## config.mk

```make
export PLATFORM = sky130hd
export DESIGN_NAME = latency_statistics_monitor
export DESIGN_NICKNAME = d
export VERILOG_FILES = /design/src/design/lsm_pkg.sv /design/src/design/lsm_divider.sv /design/src/design/lsm_datapath.sv /design/src/design/lsm_controller.sv /design/src/design/latency_statistics_monitor.sv
export SDC_FILE = /design/constraint.sdc
export NUM_CORES = 2
export LEC_CHECK = 0
export BUFFER_PORTS_ARGS = -buffer_cell sky130_fd_sc_hd__buf_2
export CAP_MARGIN = 5
export CELL_PAD_IN_SITES_DETAIL_PLACEMENT = 0
export CELL_PAD_IN_SITES_GLOBAL_PLACEMENT = 1
export CORE_MARGIN = 4
export CORE_UTILIZATION = 35
export CTS_CLUSTER_DIAMETER = 80
export DETAILED_ROUTE_END_ITERATION = 8
export PLACE_DENSITY = 0.66
export SYNTH_ARGS = -nofsm -noshare
export SYNTH_HDL_FRONTEND = slang
export SYNTH_SLANG_ARGS = --single-unit
```

## constraint.sdc

```tcl
create_clock -name clk -period 5.24 [get_ports clk]
set_clock_uncertainty 0.1 [all_clocks]
set_input_delay 0.786 -clock clk [delete_from_list [all_inputs] [get_ports clk]]
set_output_delay 0.786 -clock clk [all_outputs]
set_load 0.01 [all_outputs]
```

## src/design/lsm_pkg.sv

```systemverilog
// shared types and constants of the latency statistics monitor
`timescale 1ns / 1ps
package lsm_pkg;
    localparam int CntW = 31;
    localparam int TimeW = 32;
    localparam int SumW = 64;
    localparam logic [CntW-1:0] CntMax = {CntW{1'b1}};

    typedef enum logic [1:0] {
        OP_NONE   = 2'd0,
        OP_CLEAR  = 2'd1,
        OP_RECORD = 2'd2
    } op_t;

    // controller to datapath
    typedef struct packed {
        logic       latch_in;
        logic       update;
        logic       clear;
        logic       div_start;
        logic [1:0] div_sel;
        logic [1:0] div_store;
        logic       div_store_en;
    } lsm_cmd_t;

    // datapath to controller
    typedef struct packed {
        logic div_done;
        logic overflow;
    } lsm_stat_t;

    localparam logic [1:0] DivProc = 2'd0;
    localparam logic [1:0] DivDur = 2'd1;
    localparam logic [1:0] DivClass = 2'd2;
endpackage

```

## src/design/lsm_divider.sv

```systemverilog
// shared restoring divider, one quotient bit per cycle
`timescale 1ns / 1ps
module lsm_divider (
    input  logic                        clk,
    input  logic                        rst_n,
    input  logic                        start,
    input  logic [lsm_pkg::SumW-1:0]    dividend,
    input  logic [lsm_pkg::CntW-1:0]    divisor,
    output logic                        done,
    output logic [lsm_pkg::TimeW-1:0]   quotient
);
    import lsm_pkg::*;
    logic [SumW-1:0] quo_reg, quo_next;
    logic [CntW:0]   rem_reg, rem_next;
    logic [CntW-1:0] dvs_reg, dvs_next;
    logic [6:0]      cnt_reg, cnt_next;
    logic            busy_reg, busy_next, done_reg, done_next;
    logic [CntW+1:0] trial;

    always_comb
    begin
        quo_next = quo_reg;
        rem_next = rem_reg;
        dvs_next = dvs_reg;
        cnt_next = cnt_reg;
        busy_next = busy_reg;
        done_next = 1'b0;
        trial = {rem_reg, quo_reg[SumW-1]} - {2'b00, dvs_reg};
        if (start)
        begin
            quo_next = dividend;
            rem_next = '0;
            dvs_next = divisor;
            cnt_next = 7'(SumW);
            busy_next = (divisor != '0);
            done_next = (divisor == '0);
            if (divisor == '0)
                quo_next = '0;
        end
        else if (busy_reg)
        begin
            if (!trial[CntW+1])
            begin
                rem_next = trial[CntW:0];
                quo_next = {quo_reg[SumW-2:0], 1'b1};
            end
            else
            begin
                rem_next = {rem_reg[CntW-1:0], quo_reg[SumW-1]};
                quo_next = {quo_reg[SumW-2:0], 1'b0};
            end
            cnt_next = cnt_reg - 7'd1;
            if (cnt_reg == 7'd1)
            begin
                busy_next = 1'b0;
                done_next = 1'b1;
            end
        end
    end

    always_ff @(posedge clk or negedge rst_n)
    begin
        if (!rst_n)
        begin
            busy_reg <= 1'b0;
            done_reg <= 1'b0;
            cnt_reg <= '0;
        end
        else
        begin
            busy_reg <= busy_next;
            done_reg <= done_next;
            cnt_reg <= cnt_next;
        end
    end

    always_ff @(posedge clk)
    begin
        quo_reg <= quo_next;
        rem_reg <= rem_next;
        dvs_reg <= dvs_next;
    end

    assign done = done_reg;
    assign quotient = quo_reg[TimeW-1:0];
endmodule

```

## src/design/lsm_datapath.sv

```systemverilog
// statistics registers, class tables and result registers
`timescale 1ns / 1ps
module lsm_datapath #(
    parameter int NUM_CLASSES = 7
) (
    input  logic                        clk,
    input  logic                        rst_n,
    input  lsm_pkg::lsm_cmd_t           cmd,
    output lsm_pkg::lsm_stat_t          stat,
    input  logic                        cfg_valid,
    input  logic [lsm_pkg::CntW-1:0]    cfg_data,
    input  logic [2:0]                  verb_class,
    input  logic                        succeeded,
    input  logic [lsm_pkg::TimeW-1:0]   processed_ms,
    input  logic [lsm_pkg::TimeW-1:0]   duration_ms,
    output logic [lsm_pkg::CntW-1:0]    request_total,
    output logic [lsm_pkg::CntW-1:0]    success_total,
    output logic [lsm_pkg::TimeW-1:0]   processed_average,
    output logic [lsm_pkg::TimeW-1:0]   processed_peak,
    output logic [lsm_pkg::TimeW-1:0]   duration_average,
    output logic [lsm_pkg::TimeW-1:0]   duration_peak,
    output logic [lsm_pkg::CntW-1:0]    class_count,
    output logic [lsm_pkg::TimeW-1:0]   class_minimum,
    output logic [lsm_pkg::TimeW-1:0]   class_maximum,
    output logic [lsm_pkg::TimeW-1:0]   class_average,
    output logic [lsm_pkg::CntW-1:0]    class_successes,
    output logic                        counted
);
    import lsm_pkg::*;
    localparam int ClsW = $clog2(NUM_CLASSES);

    logic [CntW-1:0]  skip_reg, req_reg, suc_reg;
    logic [SumW-1:0]  psum_reg, dsum_reg;
    logic [TimeW-1:0] pmax_reg, dmax_reg;
    logic [CntW-1:0]  ccnt_reg [NUM_CLASSES];
    logic [SumW-1:0]  csum_reg [NUM_CLASSES];
    logic [TimeW-1:0] cmin_reg [NUM_CLASSES];
    logic [TimeW-1:0] cmax_reg [NUM_CLASSES];
    logic [CntW-1:0]  csuc_reg [NUM_CLASSES];
    logic [ClsW-1:0]  cls_reg;
    logic             ok_reg, cnt_flag_reg;
    logic [TimeW-1:0] proc_reg, dur_reg;
    logic [TimeW-1:0] pavg_reg, davg_reg, cavg_reg;
    logic [CntW-1:0]  req_inc;
    logic [SumW-1:0]  div_a;
    logic [CntW-1:0]  div_b;
    logic             div_done;
    logic [TimeW-1:0] div_q;
    logic [ClsW-1:0]  cls_in;

    // out-of-range classes fold into the last one
    assign cls_in = ({2'b00, verb_class} >= 5'(NUM_CLASSES)) ? ClsW'(NUM_CLASSES - 1)
                                                           : ClsW'(verb_class);
    assign req_inc = req_reg + 1'b1;
    assign stat.overflow = (req_reg == CntMax);
    assign stat.div_done = div_done;

    always_comb
    begin
        case (cmd.div_sel)
            DivProc:
            begin
                div_a = psum_reg;
                div_b = req_reg;
            end
            DivDur:
            begin
                div_a = dsum_reg;
                div_b = req_reg;
            end
            default:
            begin
                div_a = csum_reg[cls_reg];
                div_b = ccnt_reg[cls_reg];
            end
        endcase
    end

    lsm_divider u_div (
        .clk(clk), .rst_n(rst_n), .start(cmd.div_start), .dividend(div_a),
        .divisor(div_b), .done(div_done), .quotient(div_q)
    );

    always_ff @(posedge clk or negedge rst_n)
    begin
        if (!rst_n)
        begin
            skip_reg <= '0;
            req_reg <= '0;
            suc_reg <= '0;
            psum_reg <= '0;
            dsum_reg <= '0;
            pmax_reg <= '0;
            dmax_reg <= '0;
            cnt_flag_reg <= 1'b0;
            for (int i = 0; i < NUM_CLASSES; i++)
            begin
                ccnt_reg[i] <= '0;
                csum_reg[i] <= '0;
                cmin_reg[i] <= '0;
                cmax_reg[i] <= '0;
                csuc_reg[i] <= '0;
            end
        end
        else
        begin
            if (cfg_valid)
                skip_reg <= cfg_data;
            if (cmd.clear)
            begin
                skip_reg <= '0;
                req_reg <= '0;
                suc_reg <= '0;
                psum_reg <= '0;
                dsum_reg <= '0;
                pmax_reg <= '0;
                dmax_reg <= '0;
                cnt_flag_reg <= 1'b0;
                for (int i = 0; i < NUM_CLASSES; i++)
                begin
                    ccnt_reg[i] <= '0;
                    csum_reg[i] <= '0;
                    cmin_reg[i] <= '0;
                    cmax_reg[i] <= '0;
                    csuc_reg[i] <= '0;
                end
            end
            else if (cmd.update)
            begin
                req_reg <= req_inc;
                psum_reg <= psum_reg + SumW'(proc_reg);
                dsum_reg <= dsum_reg + SumW'(dur_reg);
                if (pmax_reg < proc_reg)
                    pmax_reg <= proc_reg;
                if (dmax_reg < dur_reg)
                    dmax_reg <= dur_reg;
                cnt_flag_reg <= (req_inc > skip_reg);
                if (req_inc > skip_reg)
                begin
                    if (ok_reg)
                    begin
                        suc_reg <= suc_reg + 1'b1;
                        csuc_reg[cls_reg] <= csuc_reg[cls_reg] + 1'b1;
                    end
                    if (cmax_reg[cls_reg] < dur_reg)
                        cmax_reg[cls_reg] <= dur_reg;
                    if (!(ccnt_reg[cls_reg] != '0 && cmin_reg[cls_reg] < dur_reg))
                        cmin_reg[cls_reg] <= dur_reg;
                    ccnt_reg[cls_reg] <= ccnt_reg[cls_reg] + 1'b1;
                    csum_reg[cls_reg] <= csum_reg[cls_reg] + SumW'(dur_reg);
                end
            end
            else if (cmd.latch_in)
                cnt_flag_reg <= 1'b0;
        end
    end

    always_ff @(posedge clk)
    begin
        if (cmd.latch_in)
        begin
            cls_reg <= cls_in;
            ok_reg <= succeeded;
            proc_reg <= processed_ms;
            dur_reg <= duration_ms;
        end
        if (cmd.div_store_en)
        begin
            case (cmd.div_store)
                DivProc: pavg_reg <= div_q;
                DivDur: davg_reg <= div_q;
                default: cavg_reg <= div_q;
            endcase
        end
    end

    assign request_total = req_reg;
    assign success_total = suc_reg;
    assign processed_average = pavg_reg;
    assign processed_peak = pmax_reg;
    assign duration_average = davg_reg;
    assign duration_peak = dmax_reg;
    assign class_count = ccnt_reg[cls_reg];
    assign class_minimum = cmin_reg[cls_reg];
    assign class_maximum = cmax_reg[cls_reg];
    assign class_average = cavg_reg;
    assign class_successes = csuc_reg[cls_reg];
    assign counted = cnt_flag_reg;
endmodule

```

## src/design/lsm_controller.sv

```systemverilog
// sequencing state machine of the monitor
`timescale 1ns / 1ps
module lsm_controller (
    input  logic               clk,
    input  logic               rst_n,
    input  logic               in_valid,
    output logic               in_ready,
    input  logic               kind,
    output logic               out_valid,
    input  logic               out_ready,
    output lsm_pkg::lsm_cmd_t  cmd,
    input  lsm_pkg::lsm_stat_t stat
);
    import lsm_pkg::*;
    typedef enum logic [6:0] {
        ST_IDLE  = 7'b0000001,
        ST_APPLY = 7'b0000010,
        ST_DIV0  = 7'b0000100,
        ST_DIV1  = 7'b0001000,
        ST_DIV2  = 7'b0010000,
        ST_OUT   = 7'b0100000,
        ST_WAIT  = 7'b1000000
    } state_t;
    state_t state_reg, state_next;
    op_t op_reg, op_next;

    always_comb
    begin
        state_next = state_reg;
        op_next = op_reg;
        cmd = '0;
        in_ready = 1'b0;
        out_valid = 1'b0;
        case (state_reg)
            ST_IDLE:
            begin
                in_ready = 1'b1;
                if (in_valid)
                begin
                    cmd.latch_in = 1'b1;
                    op_next = kind ? OP_CLEAR : OP_RECORD;
                    state_next = ST_APPLY;
                end
            end
            ST_APPLY:
            begin
                if (op_reg == OP_CLEAR || stat.overflow)
                    cmd.clear = 1'b1;
                else
                    cmd.update = 1'b1;
                state_next = ST_WAIT;
            end
            ST_WAIT:
            begin
                cmd.div_start = 1'b1;
                cmd.div_sel = DivProc;
                state_next = ST_DIV0;
            end
            ST_DIV0:
            begin
                cmd.div_sel = DivDur;
                if (stat.div_done)
                begin
                    cmd.div_store_en = 1'b1;
                    cmd.div_store = DivProc;
                    cmd.div_start = 1'b1;
                    state_next = ST_DIV1;
                end
            end
            ST_DIV1:
            begin
                cmd.div_sel = DivClass;
                if (stat.div_done)
                begin
                    cmd.div_store_en = 1'b1;
                    cmd.div_store = DivDur;
                    cmd.div_start = 1'b1;
                    state_next = ST_DIV2;
                end
            end
            ST_DIV2:
            begin
                cmd.div_sel = DivClass;
                if (stat.div_done)
                begin
                    cmd.div_store_en = 1'b1;
                    cmd.div_store = DivClass;
                    state_next = ST_OUT;
                end
            end
            ST_OUT:
            begin
                out_valid = 1'b1;
                if (out_ready)
                    state_next = ST_IDLE;
            end
            default: state_next = ST_IDLE;
        endcase
    end

    always_ff @(posedge clk or negedge rst_n)
    begin
        if (!rst_n)
        begin
            state_reg <= ST_IDLE;
            op_reg <= OP_NONE;
        end
        else
        begin
            state_reg <= state_next;
            op_reg <= op_next;
        end
    end
endmodule

```

## src/design/latency_statistics_monitor.sv

```systemverilog
// top level of the latency statistics monitor
`timescale 1ns / 1ps
// One request at a time: a request (record or clear) is taken, the statistics
// are updated in the next cycle, then the shared bit-serial divider forms the
// processing, duration and class averages one after another before the result
// is offered; the result stays on the outputs until taken and the next request
// is accepted in the following cycle at the earliest.
// A clear request, or a record that would overflow the 31-bit request count,
// zeroes all statistics and the skip threshold. The user must write the skip
// threshold through the cfg channel only while the block is idle; the block
// itself does not enforce this.
module latency_statistics_monitor #(
    parameter int NUM_CLASSES = 7
) (
    input  logic                        clk,
    input  logic                        rst_n,
    input  logic                        cfg_valid,
    output logic                        cfg_ready,
    input  logic [lsm_pkg::CntW-1:0]    cfg_data,
    input  logic                        in_valid,
    output logic                        in_ready,
    input  logic                        kind,
    input  logic [2:0]                  verb_class,
    input  logic                        succeeded,
    input  logic [lsm_pkg::TimeW-1:0]   processed_ms,
    input  logic [lsm_pkg::TimeW-1:0]   duration_ms,
    output logic                        out_valid,
    input  logic                        out_ready,
    output logic [lsm_pkg::CntW-1:0]    request_total,
    output logic [lsm_pkg::CntW-1:0]    success_total,
    output logic [lsm_pkg::TimeW-1:0]   processed_average,
    output logic [lsm_pkg::TimeW-1:0]   processed_peak,
    output logic [lsm_pkg::TimeW-1:0]   duration_average,
    output logic [lsm_pkg::TimeW-1:0]   duration_peak,
    output logic [lsm_pkg::CntW-1:0]    class_count,
    output logic [lsm_pkg::TimeW-1:0]   class_minimum,
    output logic [lsm_pkg::TimeW-1:0]   class_maximum,
    output logic [lsm_pkg::TimeW-1:0]   class_average,
    output logic [lsm_pkg::CntW-1:0]    class_successes,
    output logic                        counted
);
    import lsm_pkg::*;
    lsm_cmd_t  cmd;
    lsm_stat_t stat;

    // config writes are always taken
    assign cfg_ready = 1'b1;

    lsm_controller u_ctrl (
        .clk(clk), .rst_n(rst_n), .in_valid(in_valid), .in_ready(in_ready),
        .kind(kind), .out_valid(out_valid), .out_ready(out_ready),
        .cmd(cmd), .stat(stat)
    );

    lsm_datapath #(.NUM_CLASSES(NUM_CLASSES)) u_dp (
        .clk(clk), .rst_n(rst_n), .cmd(cmd), .stat(stat),
        .cfg_valid(cfg_valid), .cfg_data(cfg_data),
        .verb_class(verb_class), .succeeded(succeeded),
        .processed_ms(processed_ms), .duration_ms(duration_ms),
        .request_total(request_total), .success_total(success_total),
        .processed_average(processed_average), .processed_peak(processed_peak),
        .duration_average(duration_average), .duration_peak(duration_peak),
        .class_count(class_count), .class_minimum(class_minimum),
        .class_maximum(class_maximum), .class_average(class_average),
        .class_successes(class_successes), .counted(counted)
    );
endmodule

```

Word-level counts from Yosys, hierarchy flattened --
Index checks and enable logic that the tools add are counted. Widths: inputs -> output; s select.
Storage, ports and cells: word-level logic and storage cells 228, memories 0, output and inout port bits 352, bits in latches 0, bits in writable memories 0, bits in read-only memories 0, bits of input ports 105, flip-flop bits (word level) 1925
Cells by class: shift operators 0, $mul 0, reduce and logical (&&, ||, !) cells 32, mux-type cells 101, bitwise operators 2, eq/ne operators 18, div/mod/pow operators 0, add/sub/neg operators 9, magnitude comparators 8
Operators with widths (count):
- $mux 224 | 8
- $mux 217 | 7
- $mux 448 | 3
- $mux 64 | 10
- $bwmux 224 | 2
- $bwmux 448 | 1
- $bwmux 217 | 2
- $mux 31 | 14
- $mux 32 | 12
- $add 64x32->64 | 3
- $bmux 32 s3 | 2
- $bmux 64 s3 | 1
- $demux 64 s3 | 1
- $bmux 31 s3 | 2
- $lt 32x32->1 | 4
- $pmux 64 s2 | 1
- $add 31x1->31 const B | 4
- $demux 32 s3 | 1
- $demux 31 s3 | 1
- $reduce_bool 31->1 | 2
- $mux 7 | 7
- $pmux 7 s7 | 1
- $sub 33x31->33 | 1
- $eq 31x31->1 const B | 1
- other kinds (33) | 79

Longest topological paths before layout --
depth after elaboration 10, depth in mapped cells 31

Hierarchy --
Synthesis repeated with hierarchy kept, for this count alone.
Second synthesis, totals: cell total of the unflattened synthesis 9150, area, all modules 98263.0 µm²
By module, submodules not included:
- lsm_datapath | cells an instance 8269, area an instance 89869.9 µm², instances 1, sequential area each 45363.5 µm²
- lsm_divider | cells an instance 814, area an instance 7743.7 µm², instances 1, sequential area each 3718.6 µm²
- lsm_controller | cells an instance 65, area an instance 638.1 µm², instances 1, sequential area each 226.5 µm²
- latency_statistics_monitor | cells an instance 2, area an instance 11.3 µm², instances 1, sequential area each 0.0 µm²

Worst setup path after synthesis --
No wires, ideal clock.
kind register to register, start register u_dp.cls_reg[1], end register u_dp.cmax_reg[10] (netlist bit), stages on the path, launching flop included 30, slack -0.549 ns, setup time 0.132 ns, arrival 5.557 ns, cells stage by stage edfxtp_1 -> buf_4 -> buf_6 -> buf_6 -> buf_6 -> buf_4 -> buf_6 -> buf_4 -> buf_2 -> buf_2 -> buf_4 -> buf_2 -> buf_2 -> mux2i_1 -> nor2_1 -> a21oi_1 -> o21ai_0 -> ha_1 -> a21o_1 -> a21o_1 -> a21o_1 -> a211o_1 -> a21oi_1 -> o221ai_1 -> a21boi_1 -> buf_2 -> nand4_1 -> buf_2 -> mux2i_1 -> nor2_1
On the way: elaborated cells between the ends (all ways) 17, those cells by class order compare (3); mux (10); bitwise (1); reduce/logical (3)
RTL lines:
- start: declaration | line lsm_datapath.sv:40 | logic [ClsW-1:0] cls_reg;
- start signal: assignment | line lsm_datapath.sv:162 | cls_reg <= cls_in;
- $not 3->4
- $bmux 32 s3
- $mux 32 (2 in series)
- net class_maximum, one bit | line latency_statistics_monitor.sv:37 | output logic [lsm_pkg::TimeW-1:0] class_maximum,
- $lt 32x32->1 | line lsm_datapath.sv:145 | if (cmax_reg[cls_reg] < dur_reg)
- $reduce_bool 2->1 (no line)
- $reduce_and 3->1 (no line)
- end signal: indexed assignment | line lsm_datapath.sv:146 | cmax_reg[cls_reg] <= dur_reg;
- end: declaration | line lsm_datapath.sv:38 | logic [TimeW-1:0] cmax_reg [NUM_CLASSES];
The timed path passes the listed nets, and every way through them passes these cells. The select of a mux whose other input is x is not followed. A chain may end at the register's enable or synchronous reset.

Worst setup path after layout --
start register u_dp.cls_reg[2], end output class_count[18] (netlist bit)
On the way: word-level cells in the longest chain between the ends 4
Ends and longest elaborated chain:
- $not 3->4 (implied by the code) | line lsm_datapath.sv:183 | assign class_count = ccnt_reg[cls_reg];
- $bmux 31 s3 | line lsm_datapath.sv:183
- $mux 31 (implied by the code) (2 in series) | line lsm_datapath.sv:183
- end: declaration | line latency_statistics_monitor.sv:35 | output logic [lsm_pkg::CntW-1:0] class_count,
No other way between the ends. The select of a mux whose other input is x is not followed.

==> out/summary.txt <==
status - completed
Switching Fraction - 0.347
Avg Inst Size Synth - 10.2 um^2
vias in the first global route - 79154
ys async rst share - 0.849
Nets - 10336
sequential fraction of design power - 0.382
most frequent cell after synthesis - dfrtp_1
Comb power frac - 0.269
Post-synth EDFFs - 259
GRT met2 Usage - 0.407
Vias/cell - 5.90
WP data arrival - 4.31 ns
H-tree depth - 4
Yosys reg bits - 1925
RSZ-0062 raised after global routing - yes
Peak VDD IR - 282 uV
synth cell count leaders - 1633 x dfrtp_1, 1489 x nand2_1, 914 x o21ai_0, 611 x a22o_1, 553 x clkbuf_1
f_max - 0.193 GHz
Final Util - 0.423
I/O Buffers - 455
synthesized net count - 9685
Worst Setup End Kind - primary output
IO Pins - 457
Placer Congestion - 0.893
area leader, netlist - dfrtp_1
drt wl/cell - 28.3 um
post-synthesis cell count - 9287
max reg flops - 448
max incr delay on CP - 0.57 ns
path depth of the worst reg2reg path - 13
Final Hold Viols - 0
Hold Path End - u_dp.cls_reg[2]
clock network power share - 0.349
Die Y - 529 um
Tcrit/Tclk final - 0.991
GRT Max-Usage Layer - met2
Core Box Area - 269000 um^2
largest net degree at the start of global routing - 154
dpl cells - 13184
GR Overflow Total - 0
ratio of cells with drive above 1 in the final layout - 0.177
Final Power - 0.0456 W
CTS Buf Count - 222
CTS tree - built
Clk pin slew, worst setup/hold paths - 0.06 ns
dpl hpwl - 258000 um
Synth-to-Final Area Change - 19.9%
Setup CP Type - reg -> out
antenna violations before repair - 19
Post-DRT Antenna Nets - 0
CP max stage cell - nor2_4
Final Max Tran Viols - 0
first-pass GRT wire length - 562000 um
drt drc - 0
Crit Path Max Fanout - 29
Yosys Warn Count - 0
r2r setup slk - 0.10 ns
initial core utilization - 0.353
Leak - 52.5 nW
FF-to-FF Start - u_dp.cls_reg[2]
final critical-path required period - 5.19 ns
headroom to the max-slew limit - 0.174
Hold Crit Depth - 1
row count - 190
critical path launch point type - flop
Post-Route WL - 387000 um
die width - 529 um
clock tree buffer depth - 4
Top FF cell, synth - dfrtp_1
final setup fails - 0
post-synth top area share - 0.431
CP Cell Sequence - buf_12 > buf_12 > nor2_4 > buf_4 > a22oi_1 > o221a_2 > inv_1 > buf_4 > buf_2
Cell Count, Final, Fillers Out - 13674
Max-Cap Viols - 0
Worst Max-Slew Pin Slew - 1.23 ns
1st-pass router iterations - 6
CP required - 4.35 ns
CP delay by family, top - buffers and inverters
clk_lat worst skew - 0.91 ns
net switching power - 0.0158 W
Root Buffer - clkbuf_16
Iter 0 DRT Violations - 8524
DR vias - 80728
gr usage total - 0.268
Unique masters post-synth - 96
critical hold path startpoint - verb_class[2]
met3 Use GR - 0.0717
hold crit path type - in -> reg
FF-to-FF End - u_dp.ccnt_reg[214]
power per cell area - 402 nW/um^2
post-synthesis sequential area ratio - 0.520
GR Layer Usage met1 - 0.372
WP buf/inv - 6
die area - 279000 um^2
# clock sinks - 1925
area of the mapped netlist - 94800 um^2
Internal - 0.0298 W
largest cells by area after synthesis - dfrtp_1 43%, edfxtp_1 8.2%, nand2_1 5.9%, a22o_1 5.6%, o21ai_0 4.8%
metrics by stage:
step | hold slack, ns | area [um^2] | setup slack [ns] | TNS [ns]
floorplan | 0.342 | 95100 | -0.00121 | -0.00843
global placement | 0.354 | 105000 | -0.340 | -56.38
detailed placement | 0.365 | 105000 | -0.269 | -39.76
CTS | 0.00737 | 113000 | 0.0485 | 0
global route | 0.0329 | 114000 | -0.00245 | -0.00582
finish | 0.0643 | 114000 | 0.0482 | 0
worst max path at each step:
| stage | startpoint | endpoint | cells after the start |
|---|---|---|---|
| floorplan | u_dp.cls_reg[2] | u_dp.csum_reg[246] | 24 |
| global placement | u_dp.cls_reg[2] | u_dp.cmax_reg[199] | 20 |
| detailed placement | u_dp.cls_reg[2] | u_dp.cmax_reg[103] | 20 |
| CTS | u_dp.cls_reg[2] | u_dp.cmax_reg[201] | 20 |
| global route | u_dp.cls_reg[1] | u_dp.csum_reg[118] | 19 |
| finish | u_dp.cls_reg[2] | class_count[18] | 9 |
cell usage in the layout, fill, tap and decap left out, drive strengths merged, types with 32 or more instances in the layout:
cell type,instances
dfrtp,1633
nand2,1489
buf,1086
o21ai,948
a22o,611
a21oi,511
nor2,435
clkbuf,303
ha,289
edfxtp,259
mux2i,239
inv,198
xnor2,173
nand3,152
a21o,144
a22oi,141
mux2,131
xor2,124
a221oi,103
nand4,90
and3,82
dlygate4sd3,73
o31ai,73
nor3,61
clkinv,61
mux4,60
a221o,58
nand2b,44
nor2b,39
dfxtp,32
final cells by class:
type / count / area [um^2]
Multi-Input combinational cell: 6435 / 42300
Timing Repair Buffer: 1163 / 9540
Sequential cell: 1925 / 49300
Clock buffer: 299 / 6330
Tap cell: 3552 / 4440
Fill cell: 25599 / 155000
Clock inverter: 98 / 1010
Antenna cell: 11 / 27.5
Inverter: 191 / 726
power groups by stage:
stage	Sequential (W)	Combinational, W	Clock (W)
after global routing	0.0175	0.0132	0.0168
after floorplan	0.0172	0.00713	0
after global placement	0.0177	0.0119	0
after detailed placement	0.0177	0.0120	0
final	0.0174	0.0123	0.0159
after CTS	0.0174	0.0121	0.0161
logic make-up (layout without fill, tap and decap cells):
family                     count (synthesis)  count (layout)  share of synthesized area
other                                      1              12                  0.0000395
buffers and inverters                    927            1751                     0.0408
DFF                                     1925            1925                      0.520
xor gates and xnor gates                 297             297                     0.0277
AOI/OAI and AO/OA                       2843            2843                      0.199
adders and majority gates                293             293                     0.0390
muxes                                    430             430                     0.0550
and+or+nand+nor                         2571            2571                      0.119
what timing repair did:
item                                    4_1_cts  5_1_grt
endpoints found under the setup margin      233     1205
setup buffers                                 0        5
hold buffers                                 73        0
gates resized for setup                       3       44
pin swaps                                     0        4
cloned                                        0        4
endpoints found under the hold margin       162        0
layer usage:
layer / vias up / share of wire
li1: 34830 / -
met1: 41261 / 0.43
met2: 3944 / 0.44
met3: 675 / 0.10
met4: 18 / 0.034
met5: - / 0.00034
Power figures use the tool's default switching activity.
